$ cat src/rtl/ipfe_pkg.sv
// Package of the IR pulse frame encoder: types, constants and register codes.
`default_nettype none

package ipfe_pkg;

    localparam int MAX_FIELD_BITS = 8;
    localparam int DURATION_BITS  = 15;

    localparam int VALUE_W = 8;
    localparam int DUR_W   = 15;
    localparam int TIMING_W = 2 * DUR_W;
    localparam int SMALL_W = 4;
    localparam int CFG_IDX_W = 3;

    // Counter wide enough to hold the clamped field width itself.
    localparam int CNT_W  = $clog2(MAX_FIELD_BITS + 1);
    localparam int BIDX_W = $clog2(VALUE_W);

    localparam logic [DUR_W-1:0] DUR_MASK = DUR_W'((64'd1 << DURATION_BITS) - 64'd1);

    localparam logic [TIMING_W-1:0] HEADER_TIMING_RST = TIMING_W'(294916500);
    localparam logic [TIMING_W-1:0] ONE_TIMING_RST    = TIMING_W'(18351770);
    localparam logic [TIMING_W-1:0] ZERO_TIMING_RST   = TIMING_W'(18350640);
    localparam logic [TIMING_W-1:0] STOP_TIMING_RST   = TIMING_W'(18350080);
    localparam logic [SMALL_W-1:0]  ADDR_WIDTH_RST    = SMALL_W'(8);
    localparam logic [SMALL_W-1:0]  CMD_WIDTH_RST     = SMALL_W'(8);
    localparam logic [SMALL_W-1:0]  FRAME_FLAGS_RST   = SMALL_W'(15);

    // Bit positions inside frame_flags.
    localparam int FLAG_LSB_FIRST = 0;
    localparam int FLAG_ADDR_INV  = 1;
    localparam int FLAG_CMD_INV   = 2;
    localparam int FLAG_STOP      = 3;

    typedef enum logic [CFG_IDX_W-1:0] {
        REG_HEADER_TIMING = 3'd0,
        REG_ONE_TIMING    = 3'd1,
        REG_ZERO_TIMING   = 3'd2,
        REG_STOP_TIMING   = 3'd3,
        REG_ADDR_WIDTH    = 3'd4,
        REG_CMD_WIDTH     = 3'd5,
        REG_FRAME_FLAGS   = 3'd6
    } reg_idx_t;

    // Frame sections in transmit order; DONE marks that nothing follows.
    typedef enum logic [2:0] {
        PH_HDR      = 3'd0,
        PH_ADDR     = 3'd1,
        PH_ADDR_INV = 3'd2,
        PH_CMD      = 3'd3,
        PH_CMD_INV  = 3'd4,
        PH_STOP     = 3'd5,
        PH_ERR      = 3'd6,
        PH_DONE     = 3'd7
    } phase_t;

    typedef struct packed {
        logic [VALUE_W-1:0] address;
        logic [VALUE_W-1:0] command;
    } in_t;

    typedef struct packed {
        logic [DUR_W-1:0] high_duration;
        logic [DUR_W-1:0] low_duration;
        logic             last;
        logic             status;
    } out_t;

    typedef struct packed {
        logic   load_in;
        logic   emit;
        phase_t phase;
        logic   last;
    } ctl_cmd_t;

    typedef struct packed {
        logic               fits;
        logic               out_free;
        logic               cnt_end;
        logic               addr_nz;
        logic               cmd_nz;
        logic [SMALL_W-1:0] flags;
    } dp_stat_t;

endpackage

`default_nettype wire

$ cat src/rtl/ipfe_dp.sv
// Datapath of the encoder: configuration registers, captured values, bit counter, output register.
`default_nettype none

module ipfe_dp (
    input  wire logic                          aclk,
    input  wire logic                          aresetn,
    input  wire logic                          cfg_valid,
    output logic                               cfg_ready,
    input  wire logic [ipfe_pkg::CFG_IDX_W-1:0] cfg_index,
    input  wire logic [ipfe_pkg::TIMING_W-1:0]  cfg_data,
    input  wire ipfe_pkg::in_t                 s_data,
    output logic                               m_valid,
    input  wire logic                          m_ready,
    output ipfe_pkg::out_t                     m_data,
    input  wire ipfe_pkg::ctl_cmd_t            cmd,
    output ipfe_pkg::dp_stat_t                 stat
);

    logic [ipfe_pkg::TIMING_W-1:0] header_timing_reg;
    logic [ipfe_pkg::TIMING_W-1:0] one_timing_reg;
    logic [ipfe_pkg::TIMING_W-1:0] zero_timing_reg;
    logic [ipfe_pkg::TIMING_W-1:0] stop_timing_reg;
    logic [ipfe_pkg::SMALL_W-1:0]  addr_width_reg;
    logic [ipfe_pkg::SMALL_W-1:0]  cmd_width_reg;
    logic [ipfe_pkg::SMALL_W-1:0]  frame_flags_reg;

    logic [ipfe_pkg::VALUE_W-1:0] addr_reg;
    logic [ipfe_pkg::VALUE_W-1:0] cmd_reg;
    logic [ipfe_pkg::CNT_W-1:0]   cnt_reg;
    logic [ipfe_pkg::CNT_W-1:0]   cnt_next;
    logic                         out_valid_reg;
    ipfe_pkg::out_t               out_data_reg;
    ipfe_pkg::out_t               out_data_next;

    logic [ipfe_pkg::CNT_W-1:0]  aw;
    logic [ipfe_pkg::CNT_W-1:0]  cw;
    logic [ipfe_pkg::CNT_W-1:0]  cur_w;
    logic [ipfe_pkg::CNT_W-1:0]  pos;
    logic [ipfe_pkg::VALUE_W-1:0] field_val;
    logic                        data_bit;
    logic                        is_data;
    logic [ipfe_pkg::TIMING_W-1:0] timing;

    assign cfg_ready = 1'b1;

    always_ff @(posedge aclk) begin
        if (!aresetn) begin
            header_timing_reg <= ipfe_pkg::HEADER_TIMING_RST;
            one_timing_reg    <= ipfe_pkg::ONE_TIMING_RST;
            zero_timing_reg   <= ipfe_pkg::ZERO_TIMING_RST;
            stop_timing_reg   <= ipfe_pkg::STOP_TIMING_RST;
            addr_width_reg    <= ipfe_pkg::ADDR_WIDTH_RST;
            cmd_width_reg     <= ipfe_pkg::CMD_WIDTH_RST;
            frame_flags_reg   <= ipfe_pkg::FRAME_FLAGS_RST;
        end else if (cfg_valid) begin
            unique case (cfg_index)
                ipfe_pkg::REG_HEADER_TIMING: header_timing_reg <= cfg_data;
                ipfe_pkg::REG_ONE_TIMING:    one_timing_reg    <= cfg_data;
                ipfe_pkg::REG_ZERO_TIMING:   zero_timing_reg   <= cfg_data;
                ipfe_pkg::REG_STOP_TIMING:   stop_timing_reg   <= cfg_data;
                ipfe_pkg::REG_ADDR_WIDTH:
                    addr_width_reg <= cfg_data[ipfe_pkg::SMALL_W-1:0];
                ipfe_pkg::REG_CMD_WIDTH:
                    cmd_width_reg <= cfg_data[ipfe_pkg::SMALL_W-1:0];
                ipfe_pkg::REG_FRAME_FLAGS:
                    frame_flags_reg <= cfg_data[ipfe_pkg::SMALL_W-1:0];
                default: begin
                end
            endcase
        end
    end

    // Widths above the limit count as the limit, for checking and for sending.
    always_comb begin
        aw = (addr_width_reg > ipfe_pkg::SMALL_W'(ipfe_pkg::MAX_FIELD_BITS))
           ? ipfe_pkg::CNT_W'(ipfe_pkg::MAX_FIELD_BITS) : ipfe_pkg::CNT_W'(addr_width_reg);
        cw = (cmd_width_reg > ipfe_pkg::SMALL_W'(ipfe_pkg::MAX_FIELD_BITS))
           ? ipfe_pkg::CNT_W'(ipfe_pkg::MAX_FIELD_BITS) : ipfe_pkg::CNT_W'(cmd_width_reg);
    end

    always_comb begin
        is_data = (cmd.phase == ipfe_pkg::PH_ADDR) || (cmd.phase == ipfe_pkg::PH_ADDR_INV)
               || (cmd.phase == ipfe_pkg::PH_CMD) || (cmd.phase == ipfe_pkg::PH_CMD_INV);
        cur_w = ((cmd.phase == ipfe_pkg::PH_ADDR) || (cmd.phase == ipfe_pkg::PH_ADDR_INV))
              ? aw : cw;
        pos = frame_flags_reg[ipfe_pkg::FLAG_LSB_FIRST] ? cnt_reg
                                                        : cur_w - cnt_reg - 1'b1;
        unique case (cmd.phase)
            ipfe_pkg::PH_ADDR:     field_val = addr_reg;
            ipfe_pkg::PH_ADDR_INV: field_val = ~addr_reg;
            ipfe_pkg::PH_CMD:      field_val = cmd_reg;
            ipfe_pkg::PH_CMD_INV:  field_val = ~cmd_reg;
            default:               field_val = '0;
        endcase
        // Inverted fields only send bits below their width, so plain inversion suffices.
        data_bit = field_val[pos[ipfe_pkg::BIDX_W-1:0]];
    end

    always_comb begin
        unique case (cmd.phase)
            ipfe_pkg::PH_HDR:  timing = header_timing_reg;
            ipfe_pkg::PH_STOP: timing = stop_timing_reg;
            ipfe_pkg::PH_ADDR, ipfe_pkg::PH_ADDR_INV, ipfe_pkg::PH_CMD, ipfe_pkg::PH_CMD_INV:
                timing = data_bit ? one_timing_reg : zero_timing_reg;
            default: timing = '0;
        endcase
        out_data_next.high_duration =
            timing[ipfe_pkg::TIMING_W-1:ipfe_pkg::DUR_W] & ipfe_pkg::DUR_MASK;
        out_data_next.low_duration  = timing[ipfe_pkg::DUR_W-1:0] & ipfe_pkg::DUR_MASK;
        out_data_next.last          = cmd.last;
        out_data_next.status        = (cmd.phase == ipfe_pkg::PH_ERR);
    end

    always_comb begin
        cnt_next = cnt_reg;
        if (cmd.load_in) begin
            cnt_next = '0;
        end else if (cmd.emit && is_data) begin
            cnt_next = stat.cnt_end ? '0 : cnt_reg + 1'b1;
        end
    end

    always_ff @(posedge aclk) begin
        if (!aresetn) begin
            cnt_reg       <= '0;
            out_valid_reg <= 1'b0;
        end else begin
            cnt_reg <= cnt_next;
            if (cmd.emit) begin
                out_valid_reg <= 1'b1;
            end else if (m_ready) begin
                out_valid_reg <= 1'b0;
            end
        end
    end

    always_ff @(posedge aclk) begin
        if (cmd.load_in) begin
            addr_reg <= s_data.address;
            cmd_reg  <= s_data.command;
        end
        if (cmd.emit) begin
            out_data_reg <= out_data_next;
        end
    end

    always_comb begin
        stat.fits     = ((s_data.address >> aw) == '0) && ((s_data.command >> cw) == '0);
        stat.out_free = !out_valid_reg || m_ready;
        stat.cnt_end  = (cnt_reg == cur_w - 1'b1);
        stat.addr_nz  = (aw != '0);
        stat.cmd_nz   = (cw != '0);
        stat.flags    = frame_flags_reg;
    end

    assign m_valid = out_valid_reg;
    assign m_data  = out_data_reg;

endmodule

`default_nettype wire

$ cat src/rtl/ipfe_ctrl.sv
// Controller of the encoder: steps through the sections of one frame.
`default_nettype none

module ipfe_ctrl (
    input  wire logic               aclk,
    input  wire logic               aresetn,
    input  wire logic               s_valid,
    output logic                    s_ready,
    input  wire ipfe_pkg::dp_stat_t stat,
    output ipfe_pkg::ctl_cmd_t      cmd
);

    typedef enum logic {
        S_IDLE,
        S_RUN
    } state_t;

    state_t           state_reg;
    ipfe_pkg::phase_t phase_reg;
    ipfe_pkg::phase_t phase_after;
    logic             has_a;
    logic             has_ai;
    logic             has_c;
    logic             has_ci;
    logic             has_s;
    logic             is_data;
    logic             more_bits;
    logic             last;

    // First enabled, non-empty section after the current one.
    always_comb begin
        has_a  = stat.addr_nz;
        has_ai = stat.addr_nz && stat.flags[ipfe_pkg::FLAG_ADDR_INV];
        has_c  = stat.cmd_nz;
        has_ci = stat.cmd_nz && stat.flags[ipfe_pkg::FLAG_CMD_INV];
        has_s  = stat.flags[ipfe_pkg::FLAG_STOP];
        priority if (phase_reg < ipfe_pkg::PH_ADDR && has_a) begin
            phase_after = ipfe_pkg::PH_ADDR;
        end else if (phase_reg < ipfe_pkg::PH_ADDR_INV && has_ai) begin
            phase_after = ipfe_pkg::PH_ADDR_INV;
        end else if (phase_reg < ipfe_pkg::PH_CMD && has_c) begin
            phase_after = ipfe_pkg::PH_CMD;
        end else if (phase_reg < ipfe_pkg::PH_CMD_INV && has_ci) begin
            phase_after = ipfe_pkg::PH_CMD_INV;
        end else if (phase_reg < ipfe_pkg::PH_STOP && has_s) begin
            phase_after = ipfe_pkg::PH_STOP;
        end else begin
            phase_after = ipfe_pkg::PH_DONE;
        end
    end

    always_comb begin
        is_data = (phase_reg == ipfe_pkg::PH_ADDR) || (phase_reg == ipfe_pkg::PH_ADDR_INV)
               || (phase_reg == ipfe_pkg::PH_CMD) || (phase_reg == ipfe_pkg::PH_CMD_INV);
        more_bits = is_data && !stat.cnt_end;
        last = (phase_reg == ipfe_pkg::PH_ERR)
            || (!more_bits && (phase_after == ipfe_pkg::PH_DONE));
        s_ready      = (state_reg == S_IDLE);
        cmd.load_in  = (state_reg == S_IDLE) && s_valid;
        cmd.emit     = (state_reg == S_RUN) && stat.out_free;
        cmd.phase    = phase_reg;
        cmd.last     = last;
    end

    always_ff @(posedge aclk) begin
        if (!aresetn) begin
            state_reg <= S_IDLE;
            phase_reg <= ipfe_pkg::PH_HDR;
        end else begin
            unique case (state_reg)
                S_IDLE: begin
                    if (s_valid) begin
                        state_reg <= S_RUN;
                        phase_reg <= stat.fits ? ipfe_pkg::PH_HDR : ipfe_pkg::PH_ERR;
                    end
                end
                S_RUN: begin
                    if (stat.out_free) begin
                        if (last) begin
                            state_reg <= S_IDLE;
                        end else if (!more_bits) begin
                            phase_reg <= phase_after;
                        end
                    end
                end
                default: state_reg <= S_IDLE;
            endcase
        end
    end

endmodule

`default_nettype wire

$ cat src/rtl/ir_pulse_frame_encoder.sv
// Top level of the IR pulse frame encoder: controller and datapath.
//
// Use: write timing, width and flag registers over the cfg channel (index,
// data; always ready) while the block is idle. Each beat on the s_ channel
// carries one address and one command; the block answers with a run of pulse
// beats on the m_ channel: header, address bits, inverted address bits,
// command bits, inverted command bits and stop pulse as configured, the final
// beat flagged by last. A value wider than its configured width yields one
// beat with status set, zero durations and last set.
// First pulse: an accepted input beat moves the controller into its run state,
// from which the first pulse beat is registered into the output register.
// Throughput: one pulse beat per cycle while m_ready is high. The
// controller handles one frame at a time and takes the next input beat once
// the last pulse sits in the output register.
// Stall: a low m_ready holds the output register, and the frame waits.
// Reset: synchronous, active low; registers return to their defaults, the
// output register empties and the block is ready for a new beat.
`default_nettype none

module ir_pulse_frame_encoder (
    input  wire logic                           aclk,
    input  wire logic                           aresetn,
    input  wire logic                           cfg_valid,
    output logic                                cfg_ready,
    input  wire logic [ipfe_pkg::CFG_IDX_W-1:0] cfg_index,
    input  wire logic [ipfe_pkg::TIMING_W-1:0]  cfg_data,
    input  wire logic                           s_valid,
    output logic                                s_ready,
    input  wire ipfe_pkg::in_t                  s_data,
    output logic                                m_valid,
    input  wire logic                           m_ready,
    output ipfe_pkg::out_t                      m_data
);

    ipfe_pkg::ctl_cmd_t cmd;
    ipfe_pkg::dp_stat_t stat;

    ipfe_ctrl u_ctrl (
        .aclk    (aclk),
        .aresetn (aresetn),
        .s_valid (s_valid),
        .s_ready (s_ready),
        .stat    (stat),
        .cmd     (cmd)
    );

    ipfe_dp u_dp (
        .aclk      (aclk),
        .aresetn   (aresetn),
        .cfg_valid (cfg_valid),
        .cfg_ready (cfg_ready),
        .cfg_index (cfg_index),
        .cfg_data  (cfg_data),
        .s_data    (s_data),
        .m_valid   (m_valid),
        .m_ready   (m_ready),
        .m_data    (m_data),
        .cmd       (cmd),
        .stat      (stat)
    );

endmodule

`default_nettype wire

$ cat config.mk
export PLATFORM = sky130hd
export DESIGN_NAME = ir_pulse_frame_encoder
export DESIGN_NICKNAME = d
export VERILOG_FILES = /design/src/rtl/ipfe_pkg.sv /design/src/rtl/ipfe_dp.sv /design/src/rtl/ipfe_ctrl.sv /design/src/rtl/ir_pulse_frame_encoder.sv
export SDC_FILE = /design/constraint.sdc
export NUM_CORES = 1
export LEC_CHECK = 0
export BUFFER_PORTS_ARGS = -buffer_cell sky130_fd_sc_hd__clkbuf_2
export CAP_MARGIN = 30
export CORE_MARGIN = 2
export CORE_UTILIZATION = 50
export CTS_BUF_LIST = sky130_fd_sc_hd__clkbuf_2
export DETAILED_ROUTE_END_ITERATION = 6
export PLACE_DENSITY = 0.79
export RECOVER_POWER = 100
export SYNTH_ARGS = -nofsm -noshare
export SYNTH_HDL_FRONTEND = slang
export SYNTH_SLANG_ARGS = --single-unit
$ cat constraint.sdc
create_clock -name aclk -period 3.3 [get_ports aclk]
set_input_delay 0.165 -clock aclk [delete_from_list [all_inputs] [get_ports aclk]]
set_output_delay 0.165 -clock aclk [all_outputs]
set_load 0.005 [all_outputs]
==> impl_metrics.json <==
{
  "ys_ff_latch": 189,
  "synth_area_per_cell_um2": 9.14,
  "final_antenna_net_count": 0,
  "min_path_type": "in2reg",
  "start_util": 0.511,
  "grt_max_degree": 84,
  "synthTopCellsByArea": "dfxtp_1 (33%), edfxtp_1 (17%), nand2_1 (12%)",
  "yosysTopAreaCellShare": 0.333,
  "crit_path_end_kind": "flip-flop",
  "drc_errors": 0,
  "grt-ovfl-total": 0,
  "clkSlewWorstSetupHoldPaths_ns": 0.27,
  "power_density_nw_per_um2": 452,
  "cts_tree": "built",
  "critPathBufInv": 3,
  "grt_pass1_wl_um": 35100,
  "cp.required_ns": 3.84,
  "arrival_ns": 3.97,
  "largest_register_ffs": 32,
  "ir_drop_mv": 0.395,
  "ys_warn_count": 0,
  "grt_pass1_vias": 7092,
  "row_count": 47,
  "seq_area_frac_synth": 0.503,
  "setup_ws_ns": -0.129,
  "fillCellCount": 1398,
  "syn_nets": 984,
  "finalWorstPathRequiredPeriod_ns": 3.43,
  "worst_pin_slew_ns": 1.02,
  "place.gp.congestion": 0.879,
  "grt_usage": 0.243,
  "final_layout_size_suffix_gt1_frac": 0.147,
  "via_per_inst": 5.71,
  "failed_checks": "setup timing",
  "drv_slew": 0,
  "synth_edf_count": 48,
  "io_pins": 89,
  "period_share": 1.04,
  "htree_num_levels": 4,
  "yosysTopAreaCell": "dfxtp_1",
  "dp_cells": 1188,
  "critPathKind": "reg2reg",
  "clk_latency_ns": 0.77,
  "wl_per_cell_um": 17.2,
  "synthFlopType": "dfxtp_1",
  "die-area_um2": 18000,
  "final_cell_mix": "nand2_1 (261), dfxtp_1 (139), a21boi_0 (93)",
  "drt-initial-drc-count": 844,
  "slew_headroom": 0.323,
  "synth.distinct_cells": 60,
  "fin_cells": 1293,
  "power.leakage_nw": 3.88,
  "clock_sinks": 189,
  "ys_async_sr_fraction": 0,
  "synth_cells": 927,
  "crit_top_cell": "inv_2",
  "hold_viol": 0,
  "synth_area_um2": 8480,
  "place_area_um2": 9150,
  "postCtsSetupBuffers": 0,
  "fmax_ghz": 0.292,
  "cp-start-kind": "flip-flop",
  "max_stage_delay_ns": 0.63,
  "synthToLayoutAreaGrowth_pct": 20.3,
  "antenna_found_initial": 2,
  "path_delay_family": "multiplexers",
  "fp.coreArea_um2": 16600,
  "cts_buffer_depth": 2,
  "skew_ns": 0.0424,
  "vias": 7382,
  "wirelength_um": 22300,
  "cts_made_buffers": 17,
  "cts_root_buf": "clkbuf_2",
  "buffer_ports.inserted": 87,
  "power_mw": 4.61,
  "final_common_cell": "nand2_1",
  "final_area_um2": 10200,
  "status": "finished, violations left",
  "crit_slowest_cell": "mux4_2",
  "rsz0062_at_grt": "true",
  "dr.pass1.iters": 6,
  "crit_chain": "xnor2_4, or2_4, nor3b_2, a31o_2, ha_2, inv_2, fa_2, inv_2, mux2i_4, o21ai_1, mux4_2, clkbuf_16, mux2i_1",
  "nets": 1115,
  "critPathMaxFanout": 8,
  "die_y_um": 134,
  "die_w_um": 134,
  "setup_viol": 30,
  "drv_cap": 0,
  "hpwl_um": 13200
}
cell families (layout without fill, tap and decap cells):
logic type               count (synthesis)  count (layout)  synth area share
AO/OA/AOI/OAI                          204             204             0.185
XOR/XNOR                                 6               6           0.00841
adder cells (fa/ha/maj)                  3               3           0.00531
buffers and inverters                  115             259            0.0548
flip-flops                             189             189             0.503
multiplexers                            49              49            0.0596
other                                    1               3          0.000442
AND/OR/NAND/NOR                        360             360             0.183
synthesized netlist by cell type (5+ instances only):
master and n:
nand2_1 261, dfxtp_1 141, nor2b_1 8, o21ai_0 14, inv_1 44, nor3b_1 7, o221ai_1 13, edfxtp_1 48
nand3_1 28, nor4_1 5, clkbuf_1 62, nand2b_1 12, mux2i_1 46, o22ai_1 5, a222oi_1 30, a21boi_0 93
a21oi_1 11, nor2_1 13, nor3_1 9, o211ai_1 11
per-stage QoR:
| step | TNS (ns) | hold slack (ns) | util | setup WS (ns) |
|---|---|---|---|---|
| finish | -3.00 | 0.158 | 0.615 | -0.129 |
| global route | -5.92 | 0.114 | 0.615 | -0.227 |
| CTS | -0.681 | 0.0625 | 0.612 | -0.0562 |
| detailed placement | -1.15 | 0.360 | 0.552 | -0.0575 |
| global placement | 0 | 0.366 | 0.552 | 0.0252 |
| floorplan | 0 | 0.264 | - | 0.00100 |
per-layer routing:
metal	up-vias	share of wire	track usage
li1	3507	-	-
met1	3558	0.43	0.317
met2	290	0.49	0.410
met4	0	0.013	0.0708
met3	27	0.065	0.0465
met5	-	0	0
area by class of cell:
type / count / area [um^2] / area share
Antenna cell: 2 / 5.00 / 0.000491
Clock buffer: 18 / 90.1 / 0.00883
Clock inverter: 14 / 226 / 0.0222
Inverter: 44 / 165 / 0.0162
Multi-Input combinational cell: 623 / 3810 / 0.374
Sequential cell: 189 / 4270 / 0.419
Tap cell: 220 / 275 / 0.0270
Timing Repair Buffer: 183 / 1360 / 0.133
what timing repair did:
item                                   CTS  global route
gates cloned                             0             3
gates resized for setup                  2             6
endpoints found under the hold margin  157             0
setup endpoints to repair               30            30
hold buffers                            68             0
final timing paths:
| kind | depth (start not counted) | startpoint | slack [ns] | to |
|---|---|---|---|---|
| max | 13 | u_ctrl.phase_reg[1] | -0.13 | u_dp.m_data[27] |
| min | 2 | s_data[11] | 0.16 | u_dp.addr_reg[3] |
| max reg2reg | 13 | u_ctrl.phase_reg[1] | -0.13 | u_dp.m_data[27] |
| min reg2reg | 2 | u_dp.one_timing_reg[11] | 0.48 | u_dp.one_timing_reg[11] |
power breakdown:
group	switching [mW]	internal (mW)	leakage [nW]	total, mW
sequential	0.0477	2.49	1.60	2.53
combinational	0.370	0.297	2.10	0.667
clock	0.863	0.541	0.182	1.40
total	1.28	3.33	3.88	4.61
worst register-to-register path, delay by kind of cell (launching register included):
family / cells / cell delay [ns]
mux: 3 / 1.00
fa+ha+maj: 2 / 0.68
buf+inv: 3 / 0.33
compound gates: 2 / 0.21
simple gates: 2 / 0.42
flops: 1 / 0.43
xor+xnor: 1 / 0.14
No activity file was read; power rests on OpenSTA's default activity.
